===== src/ccs_pkg.sv =====
// Shared widths, codes, command/status types for the correction statistics core.
package ccs_pkg;

    // Field and result widths
    localparam int DATA_W  = 32;
    localparam int NAME_W  = 24;
    localparam int NODE_W  = 25;
    localparam int OUT_W   = 31;
    localparam int SEL_W   = 4;

    // Accumulator sizing (log2 of the node count limit)
    localparam int MAX_NODES_LOG2 = 24;
    localparam int CNT_W   = MAX_NODES_LOG2;
    localparam int SUM_W   = DATA_W + CNT_W;

    // Reference magnitude in unsigned Q32.32, and the shared divider
    localparam int REF_W   = 64;
    localparam int DIV_W   = 64;
    localparam int STEP_W  = 7;
    localparam int A100_W  = DATA_W + 7;
    localparam logic [STEP_W-1:0] PCT_STEPS = STEP_W'(32);
    localparam logic [STEP_W-1:0] AVG_STEPS = STEP_W'(SUM_W);
    localparam logic [REF_W-1:0]  REF_MIN   = REF_W'(4);
    localparam logic [6:0]        PCT_SCALE = 7'd100;

    // APB port
    localparam int APB_ADDR_W = 3;
    localparam int APB_DATA_W = 32;
    localparam int REG_IDX_W  = APB_ADDR_W - 2;
    localparam logic [REG_IDX_W-1:0] REG_VAR_SEL = REG_IDX_W'(0);

    // Reference variable codes
    localparam logic [SEL_W-1:0] SEL_U    = 4'd0;
    localparam logic [SEL_W-1:0] SEL_V    = 4'd1;
    localparam logic [SEL_W-1:0] SEL_H    = 4'd2;
    localparam logic [SEL_W-1:0] SEL_S    = 4'd3;
    localparam logic [SEL_W-1:0] SEL_K    = 4'd4;
    localparam logic [SEL_W-1:0] SEL_D    = 4'd5;
    localparam logic [SEL_W-1:0] SEL_C    = 4'd6;
    localparam logic [SEL_W-1:0] SEL_QB   = 4'd7;
    localparam logic [SEL_W-1:0] SEL_DZ   = 4'd8;
    localparam logic [SEL_W-1:0] SEL_UH   = 4'd9;
    localparam logic [SEL_W-1:0] SEL_VH   = 4'd10;

    // Controller to datapath commands
    typedef struct packed {
        logic load_in;
        logic prep;
        logic calc_ref;
        logic pct_start;
        logic p_sat;
        logic p_load;
        logic ratio_upd;
        logic avg_abs_start;
        logic avg_abs_store;
        logic avg_ratio_start;
        logic avg_ratio_store;
        logic emit;
    } ccs_cmd_t;

    // Datapath to controller status
    typedef struct packed {
        logic ref_ok;
        logic pct_sat;
        logic div_done;
        logic last;
    } ccs_status_t;

endpackage


===== src/correction_change_statistics_core.sv =====
// Top level: APB register, controller and datapath of the correction statistics core.
// One request at a time. A node with no relative change passes IDLE, PREP, REF and CHK;
// one whose percent saturates adds PUPD; any other with a relative change also waits in
// PDIV for the 32-step shared divider. The last node adds the two 56-step average
// divisions (ADIV, RDIV), plus any wait in EMIT for the output register to free up.
// Reset (rst_n, asynchronous, low) clears the statistics, nodes to -1, selector to 0.
module correction_change_statistics_core
    import ccs_pkg::*;
(
    input  logic                     clk,
    input  logic                     rst_n,
    input  logic                     psel,
    input  logic                     penable,
    input  logic                     pwrite,
    input  logic [APB_ADDR_W-1:0]    paddr,
    input  logic [APB_DATA_W-1:0]    pwdata,
    output logic [APB_DATA_W-1:0]    prdata,
    output logic                     pready,
    input  logic                     in_valid,
    output logic                     in_ready,
    input  logic signed [DATA_W-1:0] correction,
    input  logic signed [DATA_W-1:0] vel_u,
    input  logic signed [DATA_W-1:0] vel_v,
    input  logic signed [DATA_W-1:0] surface,
    input  logic signed [DATA_W-1:0] bed_level,
    input  logic signed [DATA_W-1:0] turb_k,
    input  logic signed [DATA_W-1:0] turb_d,
    input  logic signed [DATA_W-1:0] concentration,
    input  logic signed [DATA_W-1:0] bedload,
    input  logic signed [DATA_W-1:0] bed_change,
    input  logic [NAME_W-1:0]        node_name,
    input  logic                     last,
    output logic                     out_valid,
    input  logic                     out_ready,
    output logic [OUT_W-1:0]         max_abs,
    output logic signed [NODE_W-1:0] max_abs_node,
    output logic [OUT_W-1:0]         avg_abs,
    output logic [OUT_W-1:0]         max_pct,
    output logic signed [NODE_W-1:0] max_pct_node,
    output logic [OUT_W-1:0]         avg_pct
);

    logic [SEL_W-1:0]     var_sel_reg;
    logic [REG_IDX_W-1:0] reg_idx;
    logic                 cfg_wr;
    ccs_cmd_t             cmd;
    ccs_status_t          status;

    // Register access
    assign reg_idx = paddr[APB_ADDR_W-1:2];
    assign cfg_wr  = psel & penable & pwrite & pready;
    assign pready  = 1'b1;
    assign prdata  = (reg_idx == REG_VAR_SEL) ? APB_DATA_W'(var_sel_reg) : '0;

    always_ff @(posedge clk or negedge rst_n)
    begin
        if (!rst_n)
        begin
            var_sel_reg <= '0;
        end
        else if (cfg_wr && (reg_idx == REG_VAR_SEL))
        begin
            var_sel_reg <= pwdata[SEL_W-1:0];
        end
    end

    ccs_ctrl u_ctrl (
        .clk       (clk),
        .rst_n     (rst_n),
        .in_valid  (in_valid),
        .in_ready  (in_ready),
        .out_valid (out_valid),
        .out_ready (out_ready),
        .status    (status),
        .cmd       (cmd)
    );

    ccs_dp u_dp (
        .clk             (clk),
        .rst_n           (rst_n),
        .cmd             (cmd),
        .status          (status),
        .variable_select (var_sel_reg),
        .correction      (correction),
        .vel_u           (vel_u),
        .vel_v           (vel_v),
        .surface         (surface),
        .bed_level       (bed_level),
        .turb_k          (turb_k),
        .turb_d          (turb_d),
        .concentration   (concentration),
        .bedload         (bedload),
        .bed_change      (bed_change),
        .node_name       (node_name),
        .last            (last),
        .max_abs         (max_abs),
        .max_abs_node    (max_abs_node),
        .avg_abs         (avg_abs),
        .max_pct         (max_pct),
        .max_pct_node    (max_pct_node),
        .avg_pct         (avg_pct)
    );

endmodule


===== src/ccs_div.sv =====
// Shared restoring divider, one quotient bit per cycle.
module ccs_div
    import ccs_pkg::*;
(
    input  logic              clk,
    input  logic              rst_n,
    input  logic              start,
    input  logic [DIV_W-1:0]  rem_init,
    input  logic [DIV_W-1:0]  dividend,
    input  logic [DIV_W-1:0]  divisor,
    input  logic [STEP_W-1:0] steps,
    output logic              done,
    output logic [DIV_W-1:0]  quotient
);

    logic              busy_reg;
    logic              done_reg;
    logic [STEP_W-1:0] cnt_reg;
    logic [DIV_W-1:0]  rem_reg;
    logic [DIV_W-1:0]  dvd_reg;
    logic [DIV_W-1:0]  dsr_reg;
    logic [DIV_W-1:0]  q_reg;

    logic [DIV_W:0]    trial;
    logic [DIV_W:0]    diff;
    logic              fits;

    // One shift-subtract step
    always_comb
    begin
        trial = {rem_reg, dvd_reg[DIV_W-1]};
        diff  = trial - {1'b0, dsr_reg};
        fits  = (trial >= {1'b0, dsr_reg});
    end

    // Step control
    always_ff @(posedge clk or negedge rst_n)
    begin
        if (!rst_n)
        begin
            busy_reg <= 1'b0;
            done_reg <= 1'b0;
            cnt_reg  <= '0;
        end
        else
        begin
            done_reg <= 1'b0;
            if (start)
            begin
                busy_reg <= 1'b1;
                cnt_reg  <= steps;
            end
            else if (busy_reg)
            begin
                cnt_reg <= cnt_reg - STEP_W'(1);
                if (cnt_reg == STEP_W'(1))
                begin
                    busy_reg <= 1'b0;
                    done_reg <= 1'b1;
                end
            end
        end
    end

    // Remainder, dividend and quotient
    always_ff @(posedge clk)
    begin
        if (start)
        begin
            rem_reg <= rem_init;
            dvd_reg <= dividend;
            dsr_reg <= divisor;
            q_reg   <= '0;
        end
        else if (busy_reg)
        begin
            rem_reg <= fits ? diff[DIV_W-1:0] : trial[DIV_W-1:0];
            dvd_reg <= {dvd_reg[DIV_W-2:0], 1'b0};
            q_reg   <= {q_reg[DIV_W-2:0], fits};
        end
    end

    assign done     = done_reg;
    assign quotient = q_reg;

endmodule


===== src/ccs_ctrl.sv =====
// Sequencing state machine for the correction statistics core.
module ccs_ctrl
    import ccs_pkg::*;
(
    input  logic        clk,
    input  logic        rst_n,
    input  logic        in_valid,
    output logic        in_ready,
    output logic        out_valid,
    input  logic        out_ready,
    input  ccs_status_t status,
    output ccs_cmd_t    cmd
);

    typedef enum logic [9:0] {
        S_IDLE = 10'b00_0000_0001,
        S_PREP = 10'b00_0000_0010,
        S_REF  = 10'b00_0000_0100,
        S_CHK  = 10'b00_0000_1000,
        S_PDIV = 10'b00_0001_0000,
        S_PUPD = 10'b00_0010_0000,
        S_AABS = 10'b00_0100_0000,
        S_ADIV = 10'b00_1000_0000,
        S_RDIV = 10'b01_0000_0000,
        S_EMIT = 10'b10_0000_0000
    } state_t;

    state_t state_reg;
    state_t state_next;
    logic   out_valid_reg;
    logic   out_valid_next;

    // Next state and commands
    always_comb
    begin
        state_next = state_reg;
        cmd        = '0;
        in_ready   = 1'b0;
        unique case (state_reg)
            S_IDLE:
            begin
                in_ready = 1'b1;
                if (in_valid)
                begin
                    cmd.load_in = 1'b1;
                    state_next  = S_PREP;
                end
            end
            S_PREP:
            begin
                cmd.prep   = 1'b1;
                state_next = S_REF;
            end
            S_REF:
            begin
                cmd.calc_ref = 1'b1;
                state_next   = S_CHK;
            end
            S_CHK:
            begin
                priority if (!status.ref_ok)
                begin
                    state_next = status.last ? S_AABS : S_IDLE;
                end
                else if (status.pct_sat)
                begin
                    cmd.p_sat  = 1'b1;
                    state_next = S_PUPD;
                end
                else
                begin
                    cmd.pct_start = 1'b1;
                    state_next    = S_PDIV;
                end
            end
            S_PDIV:
            begin
                if (status.div_done)
                begin
                    cmd.p_load = 1'b1;
                    state_next = S_PUPD;
                end
            end
            S_PUPD:
            begin
                cmd.ratio_upd = 1'b1;
                state_next    = status.last ? S_AABS : S_IDLE;
            end
            S_AABS:
            begin
                cmd.avg_abs_start = 1'b1;
                state_next        = S_ADIV;
            end
            S_ADIV:
            begin
                if (status.div_done)
                begin
                    cmd.avg_abs_store   = 1'b1;
                    cmd.avg_ratio_start = 1'b1;
                    state_next          = S_RDIV;
                end
            end
            S_RDIV:
            begin
                if (status.div_done)
                begin
                    cmd.avg_ratio_store = 1'b1;
                    state_next          = S_EMIT;
                end
            end
            S_EMIT:
            begin
                // wait until the output register is free
                if (!out_valid_reg || out_ready)
                begin
                    cmd.emit   = 1'b1;
                    state_next = S_IDLE;
                end
            end
            default:
            begin
                state_next = S_IDLE;
            end
        endcase
    end

    // Result request valid
    always_comb
    begin
        out_valid_next = out_valid_reg;
        if (cmd.emit)
        begin
            out_valid_next = 1'b1;
        end
        else if (out_ready)
        begin
            out_valid_next = 1'b0;
        end
    end

    always_ff @(posedge clk or negedge rst_n)
    begin
        if (!rst_n)
        begin
            state_reg     <= S_IDLE;
            out_valid_reg <= 1'b0;
        end
        else
        begin
            state_reg     <= state_next;
            out_valid_reg <= out_valid_next;
        end
    end

    assign out_valid = out_valid_reg;

endmodule


===== src/ccs_dp.sv =====
// Datapath: magnitudes, reference value, running statistics and result register.
module ccs_dp
    import ccs_pkg::*;
(
    input  logic                     clk,
    input  logic                     rst_n,
    input  ccs_cmd_t                 cmd,
    output ccs_status_t              status,
    input  logic [SEL_W-1:0]         variable_select,
    input  logic signed [DATA_W-1:0] correction,
    input  logic signed [DATA_W-1:0] vel_u,
    input  logic signed [DATA_W-1:0] vel_v,
    input  logic signed [DATA_W-1:0] surface,
    input  logic signed [DATA_W-1:0] bed_level,
    input  logic signed [DATA_W-1:0] turb_k,
    input  logic signed [DATA_W-1:0] turb_d,
    input  logic signed [DATA_W-1:0] concentration,
    input  logic signed [DATA_W-1:0] bedload,
    input  logic signed [DATA_W-1:0] bed_change,
    input  logic [NAME_W-1:0]        node_name,
    input  logic                     last,
    output logic [OUT_W-1:0]         max_abs,
    output logic signed [NODE_W-1:0] max_abs_node,
    output logic [OUT_W-1:0]         avg_abs,
    output logic [OUT_W-1:0]         max_pct,
    output logic signed [NODE_W-1:0] max_pct_node,
    output logic [OUT_W-1:0]         avg_pct
);

    function automatic logic [DATA_W-1:0] mag32(input logic [DATA_W-1:0] x);
        return x[DATA_W-1] ? (~x + DATA_W'(1)) : x;
    endfunction

    function automatic logic [OUT_W-1:0] sat_out(input logic [DIV_W-1:0] x);
        return (x[DIV_W-1:OUT_W] != '0) ? {OUT_W{1'b1}} : x[OUT_W-1:0];
    endfunction

    // Captured request
    logic [DATA_W-1:0]  corr_reg;
    logic [DATA_W-1:0]  surf_reg;
    logic [DATA_W-1:0]  bed_reg;
    logic [DATA_W-1:0]  fld_reg;
    logic [NAME_W-1:0]  name_reg;
    logic               last_reg;
    logic [DATA_W-1:0]  fld_sel;

    // Magnitudes
    logic [DATA_W-1:0]  a_reg;
    logic [DATA_W:0]    h_reg;
    logic [DATA_W-1:0]  f_reg;
    logic [DATA_W:0]    h_diff;

    // Reference and scaled correction
    logic [REF_W-1:0]   ref_reg;
    logic [REF_W-1:0]   ref_next;
    logic [A100_W-1:0]  a100_reg;
    logic [2*DATA_W:0]  prod;
    logic [DATA_W-1:0]  p_reg;

    // Statistics
    logic [DATA_W-1:0]  best_abs_reg;
    logic [NODE_W-1:0]  best_abs_node_reg;
    logic [SUM_W-1:0]   sum_abs_reg;
    logic [CNT_W-1:0]   count_abs_reg;
    logic [DATA_W-1:0]  best_ratio_reg;
    logic [NODE_W-1:0]  best_ratio_node_reg;
    logic [SUM_W-1:0]   sum_ratio_reg;
    logic [CNT_W-1:0]   count_ratio_reg;
    logic [OUT_W-1:0]   avg_abs_q_reg;
    logic [OUT_W-1:0]   avg_ratio_q_reg;

    // Result register
    logic [OUT_W-1:0]   max_abs_reg;
    logic [NODE_W-1:0]  max_abs_node_reg;
    logic [OUT_W-1:0]   avg_abs_reg;
    logic [OUT_W-1:0]   max_pct_reg;
    logic [NODE_W-1:0]  max_pct_node_reg;
    logic [OUT_W-1:0]   avg_pct_reg;

    // Divider hookup
    logic               div_start;
    logic [DIV_W-1:0]   div_rem;
    logic [DIV_W-1:0]   div_dvd;
    logic [DIV_W-1:0]   div_dsr;
    logic [STEP_W-1:0]  div_steps;
    logic               div_done;
    logic [DIV_W-1:0]   div_q;

    // Field picked by the reference selector
    always_comb
    begin
        unique case (variable_select)
            SEL_U, SEL_UH: fld_sel = vel_u;
            SEL_V, SEL_VH: fld_sel = vel_v;
            SEL_K:         fld_sel = turb_k;
            SEL_D:         fld_sel = turb_d;
            SEL_C:         fld_sel = concentration;
            SEL_QB:        fld_sel = bedload;
            SEL_DZ:        fld_sel = bed_change;
            default:       fld_sel = '0;
        endcase
    end

    // Depth S - z, 33 bits
    always_comb
    begin
        h_diff = {surf_reg[DATA_W-1], surf_reg} - {bed_reg[DATA_W-1], bed_reg};
    end

    // Reference magnitude in Q32.32
    always_comb
    begin
        prod = h_reg * f_reg;
        unique case (variable_select)
            SEL_U, SEL_V, SEL_K, SEL_D, SEL_C, SEL_QB, SEL_DZ:
                ref_next = {16'b0, f_reg, 16'b0};
            SEL_H, SEL_S:
                ref_next = {15'b0, h_reg, 16'b0};
            SEL_UH, SEL_VH:
                ref_next = prod[REF_W-1:0];
            default:
                ref_next = '0;
        endcase
    end

    // Request capture and per-node arithmetic
    always_ff @(posedge clk)
    begin
        if (cmd.load_in)
        begin
            corr_reg <= correction;
            surf_reg <= surface;
            bed_reg  <= bed_level;
            fld_reg  <= fld_sel;
            name_reg <= node_name;
            last_reg <= last;
        end
        if (cmd.prep)
        begin
            a_reg <= mag32(corr_reg);
            h_reg <= h_diff[DATA_W] ? (~h_diff + (DATA_W+1)'(1)) : h_diff;
            f_reg <= mag32(fld_reg);
        end
        if (cmd.calc_ref)
        begin
            ref_reg  <= ref_next;
            a100_reg <= A100_W'(a_reg) * A100_W'(PCT_SCALE);
        end
        if (cmd.p_sat)
        begin
            p_reg <= {DATA_W{1'b1}};
        end
        else if (cmd.p_load)
        begin
            p_reg <= div_q[DATA_W-1:0];
        end
    end

    // Running statistics, cleared on emit
    always_ff @(posedge clk or negedge rst_n)
    begin
        if (!rst_n)
        begin
            best_abs_reg        <= '0;
            best_abs_node_reg   <= '1;
            sum_abs_reg         <= '0;
            count_abs_reg       <= '0;
            best_ratio_reg      <= '0;
            best_ratio_node_reg <= '1;
            sum_ratio_reg       <= '0;
            count_ratio_reg     <= '0;
        end
        else if (cmd.emit)
        begin
            best_abs_reg        <= '0;
            best_abs_node_reg   <= '1;
            sum_abs_reg         <= '0;
            count_abs_reg       <= '0;
            best_ratio_reg      <= '0;
            best_ratio_node_reg <= '1;
            sum_ratio_reg       <= '0;
            count_ratio_reg     <= '0;
        end
        else
        begin
            if (cmd.calc_ref)
            begin
                // sum and count stop at the count limit
                if (count_abs_reg != '1)
                begin
                    sum_abs_reg   <= sum_abs_reg + SUM_W'(a_reg);
                    count_abs_reg <= count_abs_reg + CNT_W'(1);
                end
                if (a_reg > best_abs_reg)
                begin
                    best_abs_reg      <= a_reg;
                    best_abs_node_reg <= {1'b0, name_reg};
                end
            end
            if (cmd.ratio_upd)
            begin
                if (count_ratio_reg != '1)
                begin
                    sum_ratio_reg   <= sum_ratio_reg + SUM_W'(p_reg);
                    count_ratio_reg <= count_ratio_reg + CNT_W'(1);
                end
                if (p_reg > best_ratio_reg)
                begin
                    best_ratio_reg      <= p_reg;
                    best_ratio_node_reg <= {1'b0, name_reg};
                end
            end
        end
    end

    // Divider operand select
    always_comb
    begin
        div_start = cmd.pct_start | cmd.avg_abs_start | cmd.avg_ratio_start;
        priority if (cmd.pct_start)
        begin
            div_rem   = DIV_W'(a100_reg);
            div_dvd   = '0;
            div_dsr   = ref_reg;
            div_steps = PCT_STEPS;
        end
        else if (cmd.avg_abs_start)
        begin
            div_rem   = '0;
            div_dvd   = {sum_abs_reg, {(DIV_W-SUM_W){1'b0}}};
            div_dsr   = DIV_W'(count_abs_reg);
            div_steps = AVG_STEPS;
        end
        else
        begin
            div_rem   = '0;
            div_dvd   = {sum_ratio_reg, {(DIV_W-SUM_W){1'b0}}};
            div_dsr   = DIV_W'(count_ratio_reg);
            div_steps = AVG_STEPS;
        end
    end

    ccs_div u_div (
        .clk      (clk),
        .rst_n    (rst_n),
        .start    (div_start),
        .rem_init (div_rem),
        .dividend (div_dvd),
        .divisor  (div_dsr),
        .steps    (div_steps),
        .done     (div_done),
        .quotient (div_q)
    );

    // Averages and result register
    always_ff @(posedge clk)
    begin
        if (cmd.avg_abs_store)
        begin
            avg_abs_q_reg <= (count_abs_reg == '0) ? '0 : sat_out(div_q);
        end
        if (cmd.avg_ratio_store)
        begin
            avg_ratio_q_reg <= (count_ratio_reg == '0) ? '0 : sat_out(div_q);
        end
        if (cmd.emit)
        begin
            max_abs_reg      <= sat_out(DIV_W'(best_abs_reg));
            max_abs_node_reg <= best_abs_node_reg;
            avg_abs_reg      <= avg_abs_q_reg;
            max_pct_reg      <= sat_out(DIV_W'(best_ratio_reg));
            max_pct_node_reg <= best_ratio_node_reg;
            avg_pct_reg      <= avg_ratio_q_reg;
        end
    end

    // Status to the controller
    always_comb
    begin
        status.ref_ok   = (ref_reg > REF_MIN);
        status.pct_sat  = (REF_W'(a100_reg) >= ref_reg);
        status.div_done = div_done;
        status.last     = last_reg;
    end

    assign max_abs      = max_abs_reg;
    assign max_abs_node = max_abs_node_reg;
    assign avg_abs      = avg_abs_reg;
    assign max_pct      = max_pct_reg;
    assign max_pct_node = max_pct_node_reg;
    assign avg_pct      = avg_pct_reg;

endmodule

===== config.mk =====
export PLATFORM = sky130hd
export DESIGN_NAME = correction_change_statistics_core
export DESIGN_NICKNAME = d
export VERILOG_FILES = /design/src/ccs_pkg.sv /design/src/correction_change_statistics_core.sv /design/src/ccs_div.sv /design/src/ccs_ctrl.sv /design/src/ccs_dp.sv
export SDC_FILE = /design/constraint.sdc
export NUM_CORES = 2
export LEC_CHECK = 0
export BUFFER_PORTS_ARGS = -buffer_cell sky130_fd_sc_hd__buf_4
export CAP_MARGIN = 15
export CORE_UTILIZATION = 45
export DETAILED_ROUTE_END_ITERATION = 7
export GPL_TIMING_DRIVEN = 0
export PLACE_DENSITY = 0.64
export SLEW_MARGIN = 20
export SYNTH_ARGS = -nofsm -noshare
export SYNTH_HDL_FRONTEND = slang
export SYNTH_SLANG_ARGS = --single-unit

===== constraint.sdc =====
create_clock -name clk -period 30.8 [get_ports clk]
set_input_delay 0 -clock clk [delete_from_list [all_inputs] [get_ports clk]]
set_output_delay 0 -clock clk [all_outputs]
set_load 0.02 [all_outputs]

======== Word-level counts from Yosys, hierarchy flattened ========
Index checks and enable logic that the tools add are counted.
cells by class
  order comparisons ....................... 5
  reductions and logical operators ........ 25
  add/sub/neg operators ................... 10
  eq/ne operators ......................... 28
  $mul .................................... 2
  muxes and demuxes ....................... 79
  bitwise gates (word level) .............. 8
operator list
  kind                                                            number
  two-way mux 64 bit                                              8
  two-way mux 56 bit                                              6
  two-way mux 32 bit                                              7
  one-hot mux 32 bit (7 select lines)                             1
  one-hot mux 64 bit (3 select lines)                             1
  two-way mux 24 bit                                              7
  two-way mux 25 bit                                              6
  adder 56 x 32 -> 56 bit                                         2
  one-hot mux 10 bit (10 select lines)                            1
  two-way mux 31 bit                                              3
  greater-or-equal comparator 65 x 64 -> 1 bit                    1
  adder 32 x 1 -> 32 bit, second input constant                   2
  greater-or-equal comparator 39 x 64 -> 1 bit                    1
  greater-than comparator 32 bit                                  2
  greater-than comparator 64 x 3 -> 1 bit, second input constant  1
  multiplier 33 x 32 -> 64 bit                                    1
  NOT 32 bit                                                      2
  subtractor 64 bit                                               1
  two-way mux 10 bit                                              6
  adder 24 x 1 -> 24 bit, second input constant                   2
  logical NOT 24 bit                                              2
  inequality test 24 bit, second input constant                   2
  two-way mux 39 bit                                              1
  multiplier 32 x 5 -> 37 bit, second input constant              1
  40 further kinds                                                90
word-level totals
  input port bits ......................... 387
  register bits ........................... 1173
  logic and storage cells ................. 198
  output and inout bits ................... 209

======== Longest topological paths before layout ========
  word-level depth ........................ 7
  mapped depth ............................ 31
  mapped depth without buffers ............ 29

======== By module ========
A second synthesis with hierarchy kept.
unflattened totals
  cell total of the unflattened synthesis .. 9883
  area, all modules ....................... 98070.3 µm²
by module, submodules not included
  module                             sequential area each (µm²)  times used  area an instance (µm²)  cells each
  ccs_dp                             25186.7                     1           82158.8                 8367
  ccs_div                            7272.0                      1           14720.4                 1387
  ccs_ctrl                           276.5                       1           762.0                   85
  correction_change_statistics_core  100.1                       1           429.2                   44

======== Worst setup path before layout ========
No wires, ideal clock.
  kind .................................... reg2reg
  start point ............................. register u_ctrl.state_reg[4]
  end point ............................... register u_dp.sum_abs_reg[43]
  required time ........................... 30.722 ns
  library setup time ...................... 0.078 ns
  data arrival time ....................... 13.980 ns
  path buffers ............................ 2
  stages on the path, launching flop included .. 11
  setup slack ............................. 16.742 ns
  clock period less this slack ............ 14.058 ns
  cells stage by stage .................... dfrtp_1 > clkbuf_1 > nor3_1 > nand3_1 > nor4b_1 > nand2b_1 > a21oi_1 > o21ai_0 > clkbuf_1 > or3_1 > a21oi_1
between the ends
  cells in the longest elaborated chain, start to end .. 4
  elaborated cells on any way between the ends .. 8
  classes of those cells .................. 2 x eq/ne; 3 x mux; 3 x reduce/logical
ends and longest elaborated chain
  element                                                           RTL line         RTL
  start: declaration                                                ccs_ctrl.sv:28   state_t state_reg;
  start signal: assignment                                          ccs_ctrl.sv:150  state_reg <= state_next;
  == test 10 bit / == test 10 x 3 -> 1 bit (equally long branches)  ccs_ctrl.sv:39   unique case (state_reg)
  two-way mux 1 bit                                                 ccs_ctrl.sv:39
  nonzero test 2 bit (no line)                                      --
  AND reduction 2 bit (no line)                                     --
  end signal: assignment                                            ccs_dp.sv:191    sum_abs_reg <= sum_abs_reg + SUM_W'(a_reg);
  end: declaration                                                  ccs_dp.sv:63     logic [SUM_W-1:0] sum_abs_reg;
Several ways; a longest one is shown, not always the timed one.
A chain may end at the register's enable or synchronous reset.

======== Worst setup path after layout ========
  start point ............................. register u_dp.f_reg[17]
  end point ............................... register u_dp.ref_reg[58] (data pin)
between the ends
  cells in the longest elaborated chain, start to end .. 2
ends and longest elaborated chain
  element                              RTL line       RTL
  start: declaration                   ccs_dp.sv:50   logic [DATA_W-1:0] f_reg;
  start signal: assignment             ccs_dp.sv:142  f_reg <= mag32(fld_reg);
  multiplier 33 x 32 -> 64 bit         ccs_dp.sv:113  prod = h_reg * f_reg;
  one-hot mux 64 bit (3 select lines)  ccs_dp.sv:114  unique case (variable_select)
  named net u_dp.ref_next[58]          ccs_dp.sv:55   logic [REF_W-1:0] ref_next;
  end signal: assignment               ccs_dp.sv:146  ref_reg <= ref_next;
  end: declaration                     ccs_dp.sv:54   logic [REF_W-1:0] ref_reg;
The timed path passes the listed nets, and every way through them passes these cells.

==> run_results.csv <==
group,metric,value,unit
floorplanning,core,212000,um^2
setup_path,path_class,"reg -> reg",
synth,synth_top_family_by_area,"adder cells",
global_route,grt_use_met2,52.3,%
timing,setup_viol,0,
global_route,busiest_layer,"met2",
synth,ys_types,90,
global_route,grt_use_total,32.1,%
floorplanning,die_h,464,um
setup_path,cp_top_family,"adder cells",
placement,port_buffers,536,
clocking,cts_buffers,131,
route,drt-wirelength-per-cell,25.1,um
placement,dp_hpwl,282,mm
final_layout,final_nets,12862,
setup_path,cp_num_buf_inv,5,
clocking,post_cts_buffers,0,
route,postRouteAntennaNets,0,
setup_path,cp.required,31.35,ns
synth,yosys.area_share.simple,15.5,%
setup_path,crit_slowest_cell,"edfxtp_1",
setup_path,crit_start,"u_dp.f_reg[17]",
setup_path,cp.arrival,11.21,ns
global_route,grt_max_degree,93,
timing,fin_skew,0.0892,ns
synth,synth_xor_area_share,3.51,%
route,via_per_inst,5.57,
floorplanning,io_pins,596,
final_layout,layout-drive-gt1-share,8.73,%
synth,yosysSeqAreaShare,34.0,%
global_route,grt_use_met1,41.0,%
synth,ys.flop_type,"edfxtp_1",
timing,rsz0062_at_grt,"no",
synth,async_reset_ff_share,25.6,%
global_route,overflow,0,
timing,tns,0,ns
synth,synth-compound-area-share,9.82,%
route,drc_errors,31,
setup_path,crit_path_end,"u_dp.ref_reg[58]",
clocking,cts_root_buffer,"clkbuf_16",
clocking,clock_path_buffers,3,
setup_path,cp.depth,26,
timing,finalCritPeriodShare,34.6,%
clocking,htreeDepth,4,
global_route,grt_antenna_before_repair,38,
synth,synth_edf_count,771,
synth,syn_avg_cell_area,9.80,um^2
timing,max_clock_freq,93.8,MHz
setup_path,critical_path.max_stage_delay,1.19,ns
synth,ys_ff_latch,1165,
run_status,violations,"DRC",
route,wl,348,mm
synth,synth_warnings,0,
timing,hold_violations,0,
synth,synth_area,95900,um^2
setup_path,timing.rr.start,"u_dp.f_reg[17]",
flow_run,cap_violations,0,
global_route,met3_usage,6.51,%
synth,synth.area.mux_share,1.61,%
floorplanning,dieWidth,464,um
route,drtPass1Iterations,8,
route,drt_iter0_drc,7017,
final_layout,final_common_cell,"inv_1",
timing,relSlewSlack,15.6,%
floorplanning,dieArea,215000,um^2
synth,syn_inst,9791,
global_route,grt_pass1_wl,509,mm
timing,worst_pin_slew,1.27,ns
setup_path,worstReg2RegEnd,"u_dp.ref_reg[58]",
clocking,path_clk_slew,0.06,ns
floorplanning,initial_core_util,45.3,%
final_layout,final_cell_mix,"1365 x inv_1, 1266 x nand2_1, 956 x fa_1",
setup_path,critPathCaptureType,"flip-flop",
timing,timing.final.max_slew_violations,0,
final_layout,syn2layout_area_growth,17.3,%
setup_path,reg2reg_slack,20.14,ns
route,vias,77116,
setup_path,crit_fanout,10,
setup_path,r2r_cells,26,
clocking,clk_latency,0.85,ns
global_route,grt_pass1_vias,78032,
timing,min_period,10.66,ns
run_status,status,"finished with violations",
clocking,clkSinkCount,1165,
setup_path,cpMostUsedCell,"fa_1",
setup_path,cp-start-kind,"flip-flop",
synth,synth_fa_ha_area_share,28.1,%
floorplanning,rows,169,
clocking,cts_tree,"built",
placement,gp_congestion,1.05,
min_path,hold_path.class,"in -> reg",
-- final cells by class --
type | count | area [um^2]
multi-input cells | 6781 | 56400
clock buffers | 160 | 3510
diodes | 36 | 90.1
clock inverters | 81 | 1070
well taps | 2821 | 3530
flip-flops and latches | 1165 | 32600
plain buffers | 506 | 2040
repair buffers | 939 | 8150
inverters | 1366 | 5130
fillers | 19105 | 99400
-- per-stage QoR --
stage,setup WS [ns],hold slack (ns),utilization (%),std cells,cell area [um^2]
after floorplan,16.74,-0.296,-,9818,96000
after detailed placement,20.15,-0.0478,49.2,13224,104000
after CTS,20.19,0.0171,53.1,13818,112000
after global routing,19.90,0.0550,53.1,13833,112000
after global placement,8.65,0.178,48.9,13175,104000
final,20.14,0.0667,53.1,13855,113000
-- how the worst min path moves through the flow --
stage	cells past startpoint	startpoint	slack, ns	end
floorplan	0	rst_n	-0.30	u_ctrl.out_valid
global placement	1	bed_level[29]	0.18	u_dp.bed_reg[29]
detailed placement	1	rst_n	-0.05	u_dp.best_abs_reg[19]
CTS	4	turb_d[10]	0.02	u_dp.fld_reg[10]
global route	4	vel_v[0]	0.06	u_dp.fld_reg[0]
finish	4	vel_v[0]	0.07	u_dp.fld_reg[0]
-- per-layer routing --
| layer | part of all wire [%] | vias up | wire (um) |
|---|---|---|---|
| met3 | 8.1 | 719 | 28300 |
| met5 | 0.032 | - | 110 |
| li1 | - | 34569 | - |
| met2 | 46 | 3465 | 161000 |
| met4 | 5.2 | 16 | 18000 |
| met1 | 40 | 38347 | 140000 |
-- worst min-delay path, cell delays in order --
cell and delay [ns]:
buf_4 0.09, a22oi_1 0.07, nand2_1 0.07, dlygate4sd3_1 0.54
-- synth_stat cells (16+ instances only) --
| master | n | area [um^2] |
|---|---|---|
| a211oi_1 | 37 | 278 |
| a21o_1 | 188 | 1410 |
| a21oi_1 | 383 | 1920 |
| a222oi_1 | 34 | 340 |
| a22oi_1 | 63 | 473 |
| a31oi_1 | 31 | 194 |
| and2_1 | 510 | 3190 |
| and3_1 | 125 | 782 |
| and4_1 | 19 | 166 |
| buf_1 | 24 | 90.1 |
| buf_4 | 29 | 218 |
| clkbuf_1 | 452 | 1700 |
| dfrtp_1 | 247 | 6180 |
| dfstp_2 | 51 | 1340 |
| dfxtp_1 | 96 | 1920 |
| edfxtp_1 | 771 | 23200 |
| fa_1 | 956 | 19100 |
| ha_1 | 629 | 7870 |
| inv_1 | 1365 | 5120 |
| mux2_2 | 16 | 180 |
| mux2i_1 | 136 | 1360 |
| nand2_1 | 1267 | 4760 |
| nand2b_1 | 48 | 300 |
| nand3_1 | 224 | 1120 |
| nand4_1 | 67 | 419 |
| nor2_1 | 531 | 1990 |
| nor2b_1 | 54 | 338 |
| nor3_1 | 97 | 485 |
| nor4_1 | 48 | 300 |
| o211ai_1 | 35 | 263 |
| o21a_1 | 48 | 360 |
| o21ai_0 | 462 | 2310 |
| o21bai_1 | 27 | 203 |
| o31ai_1 | 75 | 563 |
| or2_2 | 16 | 100 |
| or3_1 | 37 | 231 |
| or4_1 | 21 | 158 |
| xnor2_1 | 249 | 2180 |
| xor2_1 | 135 | 1180 |
-- repair_timing --
| item | 4_1_cts | 5_1_grt |
|---|---|---|
| resized for setup | 0 | 0 |
| hold buffers | 353 | 0 |
| setup endpoints to repair | 0 | 0 |
| endpoints found under the hold margin | 340 | 0 |
-- kinds of logic after synthesis --
| logic type | after synthesis |
|---|---|
| AO/OA/AOI/OAI | 1508 |
| XOR/XNOR | 384 |
| adder cells (fa/ha/maj) | 1585 |
| buffers and inverters | 1872 |
| flip-flops | 1165 |
| multiplexers | 152 |
| other | 2 |
| AND/OR/NAND/NOR | 3123 |
Power is not shown: default switching activity piles up to over one toggle a cycle in this logic, so the estimate is an artifact.
